==> src/rtl/mts_pkg.sv <==
`default_nettype none
package mts_pkg;
    localparam int DEPTH  = 256;
    localparam int DATA_W = 32;
    localparam int ADDR_W = $clog2(DEPTH);
    localparam int CNT_W  = $clog2(DEPTH + 1);

    localparam logic [1:0] ST_OK        = 2'd0;
    localparam logic [1:0] ST_OVERFLOW  = 2'd1;
    localparam logic [1:0] ST_UNDERFLOW = 2'd2;

    localparam logic OP_PUSH = 1'b0;
    localparam logic OP_POP  = 1'b1;

    // controller to datapath
    typedef struct packed {
        logic capture;   // take in the accepted item
        logic exec;      // update counts, write stores, launch reads
        logic load;      // refill top caches from store read data
        logic result;    // load the output register
    } t_cmd;
endpackage
`default_nettype wire

==> src/rtl/mts_ctrl.sv <==
`default_nettype none
module mts_ctrl
    import mts_pkg::*;
(
    input  wire  i_clk,
    input  wire  i_rst_n,
    input  wire  s_axis_tvalid,
    output logic s_axis_tready,
    output logic m_axis_tvalid,
    input  wire  m_axis_tready,
    output t_cmd o_cmd
);
    localparam logic [1:0] S_IDLE   = 2'd0;
    localparam logic [1:0] S_EXEC   = 2'd1;
    localparam logic [1:0] S_LOAD   = 2'd2;
    localparam logic [1:0] S_RESULT = 2'd3;

    logic [1:0] r_state, n_state;
    logic       r_out_valid, n_out_valid;
    logic       out_free;

    assign out_free      = !r_out_valid || m_axis_tready;
    assign s_axis_tready = (r_state == S_IDLE);
    assign m_axis_tvalid = r_out_valid;

    always_comb begin
        n_state     = r_state;
        n_out_valid = r_out_valid;
        o_cmd       = '0;
        if (r_out_valid && m_axis_tready) begin
            n_out_valid = 1'b0;
        end
        case (r_state)
            S_IDLE: begin
                if (s_axis_tvalid) begin
                    o_cmd.capture = 1'b1;
                    n_state       = S_EXEC;
                end
            end
            S_EXEC: begin
                o_cmd.exec = 1'b1;
                n_state    = S_LOAD;
            end
            S_LOAD: begin
                o_cmd.load = 1'b1;
                n_state    = S_RESULT;
            end
            S_RESULT: begin
                if (out_free) begin
                    o_cmd.result = 1'b1;
                    n_out_valid  = 1'b1;
                    n_state      = S_IDLE;
                end
            end
            default: begin
                n_state = S_IDLE;
            end
        endcase
    end

    always_ff @(posedge i_clk) begin
        if (!i_rst_n) begin
            r_state     <= S_IDLE;
            r_out_valid <= 1'b0;
        end else begin
            r_state     <= n_state;
            r_out_valid <= n_out_valid;
        end
    end
endmodule
`default_nettype wire

==> config.mk <==
export PLATFORM = sky130hd
export DESIGN_NAME = mts_ctrl
export DESIGN_NICKNAME = d
export VERILOG_FILES = /design/src/rtl/mts_pkg.sv /design/src/rtl/mts_ctrl.sv
export SDC_FILE = /design/constraint.sdc
export NUM_CORES = 1
export LEC_CHECK = 0
export BUFFER_PORTS_ARGS = -buffer_cell sky130_fd_sc_hd__buf_2
export CORE_AREA = 2 2 39 41
export CTS_CLUSTER_SIZE = 14
export DETAILED_ROUTE_END_ITERATION = 8
export DIE_AREA = 0 0 41 43
export GPL_TIMING_DRIVEN = 0
export HOLD_SLACK_MARGIN = 0.1
export PLACE_DENSITY_LB_ADDON = 0.12
export SLEW_MARGIN = 5
export SYNTH_ARGS = -nofsm -noshare
export SYNTH_HDL_FRONTEND = slang
export SYNTH_SLANG_ARGS = --single-unit
==> constraint.sdc <==
create_clock -name i_clk -period 1.8 [get_ports i_clk]
set_clock_uncertainty 0.2 [all_clocks]
set_input_delay 0.18 -clock i_clk [delete_from_list [all_inputs] [get_ports i_clk]]
set_output_delay 0.18 -clock i_clk [all_outputs]
set_load 0.05 [all_outputs]
# Word-level counts from Yosys, hierarchy flattened
# Index checks and enable logic that the tools add are counted.
[totals] out_inout_bits=6 regBits=3 word_cells=24 input_bits=4
[classes] n_eq_ne=5 reduce_logical=5 muxes=12
[ops] op="$mux 1" n=9
[ops] op="$pmux 2 s4" n=1
[ops] op="$eq 2x2->1 const B" n=2
[ops] op="$mux 2" n=2
[ops] op="$ne 2x2->1 const B" n=2
[ops] op="$eq 2x1->1 const B" n=1
[ops] op="$logic_not 2->1" n=1
[ops] op="$reduce_and 2->1" n=1
[ops] op="$logic_and 1x1->1" n=1
[ops] op="$logic_not 1->1" n=1
[ops] op="$logic_or 1x1->1" n=1

# Depth between registers and ports, before layout
# Gate-level depths: netlist of run 1.
[depth] word_depth=4 depth_mapped=4 ltp_nobuf=4

# Least setup slack after synthesis of run 1
# OpenSTA, ideal clock, no wires.
[synth_path] kind="register to output" from="register r_state[0]" to="output o_cmd[3] in the netlist's numbering" path_stages_with_launch=4 arrival_ns=1.417 n_path_buf=0 path_slack_ns=0.003 t_required_ns=1.420 cell_sequence="dfxtp_1 inv_1 ha_1 and2_1"
[synth_rtl] element="start: declaration" line_no="mts_ctrl.sv:18" rtl="logic [1:0] r_state, n_state;"
[synth_rtl] element="start signal: assignment" line_no="mts_ctrl.sv:66" rtl="r_state <= n_state;"
[synth_rtl] element="end: declaration" line_no="mts_ctrl.sv:11" rtl="output t_cmd o_cmd"

==> impl_metrics.toml, run 1 <==
[status]
outcome = "finished clean"

[flow_run]
drv_cap = 0

[cells_and_area]
antenna_cells = 0
drive_above_1_share_pct = 37.1
mostFrequentLayoutCell = "sky130_fd_sc_hd__buf_2"
nFillCells = 159
multi_input_area_um2 = 129
flow.area_growth_from_synthesis_pct = 50.6
nNetsFinal = 44
final-seq-area_um2 = 60.1
layout_common_cells = "sky130_fd_sc_hd__buf_2, sky130_fd_sc_hd__ha_1, sky130_fd_sc_hd__inv_1, sky130_fd_sc_hd__clkbuf_4, sky130_fd_sc_hd__dfxtp_1"

[grt]
grt_max_degree = 5
grt_pass1_vias = 168
global_route.usage.total_pct = 5.62
grt_first_pass_wirelength_um = 634
antenna_found_initial = 0
grt_overflow_total = 0

[critical_path]
reg2reg_setup_slack_ns = 0.39
critPathKind = "register to primary output"
critPathRequiredTime_ns = 1.42
timing.critical_path.to_type = "primary output"
worst-path-max-fanout = 4
crit_arrival_ns = 1.27
startpoint = "r_state[0]"
r2r-start = "r_state[0]"
worst_setup_sp_type = "register"

[synthesis]
syn-cell-area_um2 = 200
synth_seq_area_share_pct = 30.0
post_synthesis_instance_total = 21
number_of_nets_produced_by_synthesis = 29
netlist-cell-type-count = 12
yosysWarnings = 0
syn-mean-instance-area_um2 = 9.53
yosys_register_bits = 3

[drt]
remaining_drc_errors = 0
dr_total_vias = 186
route.detailed.vias_per_inst = 3.65
drt_iter0_drc = 4
postRouteAntennaNets = 0
route.final.wire_length_um = 395
drt-pass1-iter-count = 2
routed_wire_length_per_instance_um = 7.75

[die]
placement_rows = 14
die_width_um = 41
num_io_pins = 10
fp.dieH_um = 43
die-area_mm2 = 0.00176
floorplan.core_area_mm2 = 0.00138
initial_utilization_pct = 14.5

[timing]
hold_violations = 0
fmax_mhz = 606
unrepaired_setup_endpoints_after_global_routing = "no"
finalMaxSlewViolations = 0
timing.final.setup_violations = 0
worst_max_slew_margin_expressed_relative_to_the_limit_pct = 83.4
fin_setup_tns_ns = 0
timing.final.crit_share_pct = 91.7
timing_worst_slew_pin_value_ns = 0.250
fin_crit_ns = 1.65

[clock_tree]
cts_max_level = 1
cts.root.buffer_cell = "sky130_fd_sc_hd__clkbuf_4"
sink_count = 3
resized_gates_after_cts = 0
cts-root-to-sink-buffers = 2
insertion_delay_ns = 0.23
number_of_cts_inserted_buffers = 3
cts_hold_buf = 1
tritoncts_clock_tree = "built"
post-cts-setup-buffers = 0
clk_pin_slew_worst_paths_ns = 0.03

[place]
dpl_wire_length_um = 335
io_buffers = 9
finalWeightedCongestion = 0.709

[min_path]
hold_path.startpoint = "s_axis_tvalid"
timing.hold.worst.class = "input pin to register"
[synthesized netlist by cell type, drive strengths merged]
cell | n | area share, %
o31a | 1 | 4.4
and2 | 1 | 3.1
inv | 3 | 5.6
and3b | 1 | 4.4
mux2i | 1 | 5.0
o21a | 2 | 7.5
nand2 | 2 | 3.8
a21oi | 1 | 4.4
and2b | 1 | 3.8
dfxtp | 3 | 30
nor2b | 1 | 3.1
ha | 4 | 25
[critical path: stages (launching register included)]
cell and delay, ns:
sky130_fd_sc_hd__dfxtp_1 0.37, sky130_fd_sc_hd__inv_1 0.08, sky130_fd_sc_hd__ha_1 0.24, sky130_fd_sc_hd__and2_1 0.14, sky130_fd_sc_hd__buf_2 0.20
[registers in the layout, summed over array words and instances, names as in the netlist]
register,count
r_state,2
m_axis_tvalid,1
[kinds of logic after synthesis]
family | count (synthesis) | share of synthesized area (%)
and+or+nand+nor | 6 | 18.1
AOI/OAI and AO/OA | 4 | 16.2
adders and majority gates | 4 | 25.0
buffers and inverters | 3 | 5.62
DFF | 3 | 30.0
muxes | 1 | 5.00
[per-stage QoR]
stage | setup slack, ns | instance area (um^2) | instances | hold slack [ns] | util [%]
after global placement | 0.381 | 265 | 46 | 0.259 | 19.2
after detailed placement | 0.376 | 265 | 46 | 0.258 | 19.2
after global routing | 0.0359 | 302 | 51 | 0.179 | 21.8
after floorplan | 0.00299 | 200 | 21 | 0.0975 | -
final | 0.149 | 302 | 51 | 0.145 | 21.8
after CTS | 0.125 | 302 | 51 | 0.139 | 21.8
[worst paths after layout]
check                                  end  cells after the start
worst min-delay path            r_state[1]                      4
worst max register to register  r_state[0]                      4
worst min register to register  r_state[1]                      2
worst max-delay path              o_cmd[3]                      4
[metal layers]
metal  global-route usage (%)  wire length [um]
met1                     6.73               168
met2                     7.19               195
met3                     3.14                30
met4                     4.00                 0
met5                        0                 0
[area by class of cell]
cell class	instances	area share, %
Multi-Input combinational cell	15	42.7
Sequential cell	3	19.9
Timing Repair Buffer	10	18.3
Tap cell	16	6.64
Clock buffer	4	8.71
Inverter	3	3.73
Power of run 1 is not shown: default switching activity piles up to over one toggle a cycle in this logic, so the estimate is an artifact.
==> inputs of run 2 (changes only) <==
--- a/config.mk
+++ b/config.mk
@@ -5,6 +5,7 @@
 export SDC_FILE = /design/constraint.sdc
 export NUM_CORES = 1
 export LEC_CHECK = 0
+export ABC_AREA = 1
 export BUFFER_PORTS_ARGS = -buffer_cell sky130_fd_sc_hd__buf_2
 export CORE_AREA = 2 2 39 41
 export CTS_CLUSTER_SIZE = 14
==> run 2 against run 1 <==
Synthesized area increased by 3.7%. Core utilization increased by 1.3 points. Sequential share of layout area decreased by 1.1 points. Maximum frequency increased by 2.3%. Flip-flop and latch count unchanged.
==> impl_metrics.toml, run 2 <==
[status]
outcome = "finished clean"

[synthesis]
synthDominantAreaCellType = "sky130_fd_sc_hd__dfxtp_1"
syn-mean-instance-area_um2 = 7.16
synth.top_cells.by_area = "sky130_fd_sc_hd__dfxtp_1, sky130_fd_sc_hd__ha_1, sky130_fd_sc_hd__inv_1"
post_synthesis_instance_total = 29
synth_enable_flop_cells = 0
netlist-cell-type-count = 10
synthTopCellsByCount = "sky130_fd_sc_hd__inv_1, sky130_fd_sc_hd__nand2_1, sky130_fd_sc_hd__ha_1"
synth_seq_area_share_pct = 28.9
async_flop_share_pct = 0
yosys_register_bits = 3
yosysTopAreaCellShare_pct = 28.9
syn-cell-area_um2 = 208
yosysWarnings = 0
number_of_nets_produced_by_synthesis = 37
synthFlopType = "sky130_fd_sc_hd__dfxtp_1"

[min_path]
min_to = "r_state[1]"
worst_hold_path_stage_count = 5
hold_path.startpoint = "s_axis_tvalid"
timing.hold.worst.class = "input pin to register"

[power_and_ir_drop]
p_clk_share_pct = 18.8
p_seq_share_pct = 19.2
power.switching_fraction_pct = 55.3
max-vdd-ir-drop_uv = 441
power.leakage_nw = 0.179
combPwrFrac_pct = 62.0
switchingPower_mw = 0.336
cell_internal_pwr_mw = 0.271
cellPowerDensity_mw_per_mm2 = 1900

[place]
io_buffers = 9
dpl_worst_slack_ns = 0.419
finalWeightedCongestion = 0.639

[critical_path]
critPathRequiredTime_ns = 1.42
critPathKind = "register to primary output"
r2r-start = "r_state[0]"
reg2reg_to = "r_state[1]"
crit_arrival_ns = 1.23
timing.reg2reg.worst_path_depth = 6
worst-path-max-fanout = 4
reg2reg_setup_slack_ns = 0.49
worst_setup_sp_type = "register"
timing.critical_path.to_type = "primary output"

[timing]
worst_max_slew_margin_expressed_relative_to_the_limit_pct = 83.4
fin_crit_ns = 1.61
fin_setup_tns_ns = 0
timing.final.crit_share_pct = 89.7
timing.final.setup_violations = 0
finalWorstSetupSlack_ns = 0.186
unrepaired_setup_endpoints_after_global_routing = "no"
finalMaxSlewViolations = 0
timing_worst_slew_pin_value_ns = 0.250
fmax_mhz = 620
hold_violations = 0

[clock_tree]
insertion_delay_ns = 0.23
cts-root-to-sink-buffers = 2
post-cts-setup-buffers = 0
cts_max_level = 1
resized_gates_after_cts = 0
tritoncts_clock_tree = "built"
sink_count = 3
clk_pin_slew_worst_paths_ns = 0.04
cts.root.buffer_cell = "sky130_fd_sc_hd__clkbuf_4"
number_of_cts_inserted_buffers = 3
cts_hold_buf = 2

[die]
die-area_mm2 = 0.00176
die_width_um = 41
floorplan.core_area_mm2 = 0.00138
initial_utilization_pct = 15.0
placement_rows = 14
num_io_pins = 10
fp.dieH_um = 43

[drt]
dr_total_vias = 214
remaining_drc_errors = 0
route.detailed.vias_per_inst = 3.57
route.final.wire_length_um = 401
drt_iter0_drc = 0
postRouteAntennaNets = 0
routed_wire_length_per_instance_um = 6.68
drt-pass1-iter-count = 1

[cells_and_area]
nNetsFinal = 53
nFillCells = 167
multi_input_area_um2 = 121
antenna_cells = 0
flow.area_growth_from_synthesis_pct = 53.6
drive_above_1_share_pct = 31.8
mostFrequentLayoutCell = "sky130_fd_sc_hd__buf_2"
finish.utilization_pct = 23.1
layout_common_cells = "sky130_fd_sc_hd__buf_2, sky130_fd_sc_hd__inv_1, sky130_fd_sc_hd__nand2_1, sky130_fd_sc_hd__ha_1"
number_of_flip_flops_in_the_largest_register = 2
final-seq-area_um2 = 60.1
most_flop_heavy_register = "r_state"

[grt]
global_route.usage.total_pct = 5.91
grt_pass1_vias = 192
grt_max_degree = 5
antenna_found_initial = 0
grt_overflow_total = 0
grt_first_pass_wirelength_um = 683

[flow_run]
drv_cap = 0
## run 2: cell count changes in the layout (fill, tap and decap cells not counted), sizes merged, moves of 2 or more
cell   previous run  this run
a21oi             1         3
inv               3         7
nand2             2         6
nand3             0         2
nor2              0         3
o21a              2         0
## run 2: power groups by stage
stage	clock, mW	combinational, mW	sequential, mW
detailed placement	0	0.379	0.118
CTS	0.120	0.383	0.117
global route	0.132	0.414	0.119
global placement	0	0.375	0.118
finish	0.114	0.376	0.117
floorplan	0	0.308	0.123
## run 2: cell type report
class / instances / share of cell area [%]
clock buffers: 4 / 8.24
inverters: 7 / 8.24
multi-input cells: 19 / 38.0
flip-flops and latches: 3 / 18.8
well taps: 16 / 6.27
repair buffers: 11 / 20.4
## run 2: stage by stage
step	hold WS, ns	area (um^2)	power, mW	cells
4_1_cts	0.159	319	0.620	60
5_1_grt	0.215	319	0.665	60
2_1_floorplan	0.101	208	0.431	29
3_3_place_gp	0.238	273	0.493	54
6_report	0.160	319	0.607	60
3_5_place_dp	0.236	273	0.497	54
## run 2: how the worst max path moves through the flow
stage                  startpoint        to  slack, ns  cells after the start
floorplan           m_axis_tvalid  o_cmd[0]       0.07                      1
finish                 r_state[0]  o_cmd[0]       0.19                      4
detailed placement     r_state[0]  o_cmd[0]       0.42                      4
CTS                    r_state[0]  o_cmd[0]       0.17                      4
global route           r_state[0]  o_cmd[0]       0.10                      4
global placement       r_state[0]  o_cmd[0]       0.42                      4
## run 2: layer usage
layer | routed length, um | vias to the layer above | global-route usage (%) | part of all wire, %
met3 | 29 | 0 | 4.71 | 7.2
li1 | - | 116 | - | -
met4 | 0 | 0 | 2.00 | 0
met2 | 208 | 4 | 8.75 | 52
met1 | 163 | 94 | 6.07 | 41
met5 | 0 | - | 0 | 0
## run 2: critical path, cell delays in order, from the launching register on
cell	delay [ns]
sky130_fd_sc_hd__dfxtp_1	0.38
sky130_fd_sc_hd__ha_1	0.20
sky130_fd_sc_hd__inv_1	0.06
sky130_fd_sc_hd__a21oi_1	0.10
sky130_fd_sc_hd__buf_2	0.27
## run 2: cells by family after synthesis
group	Yosys count	share of synthesized area (%)
and+or+nand+nor	11	23.5
buffers and inverters	7	12.6
AOI/OAI and AO/OA	4	10.8
adders and majority gates	4	24.1
DFF	3	28.9
No activity file was read; power rests on OpenSTA's default activity.
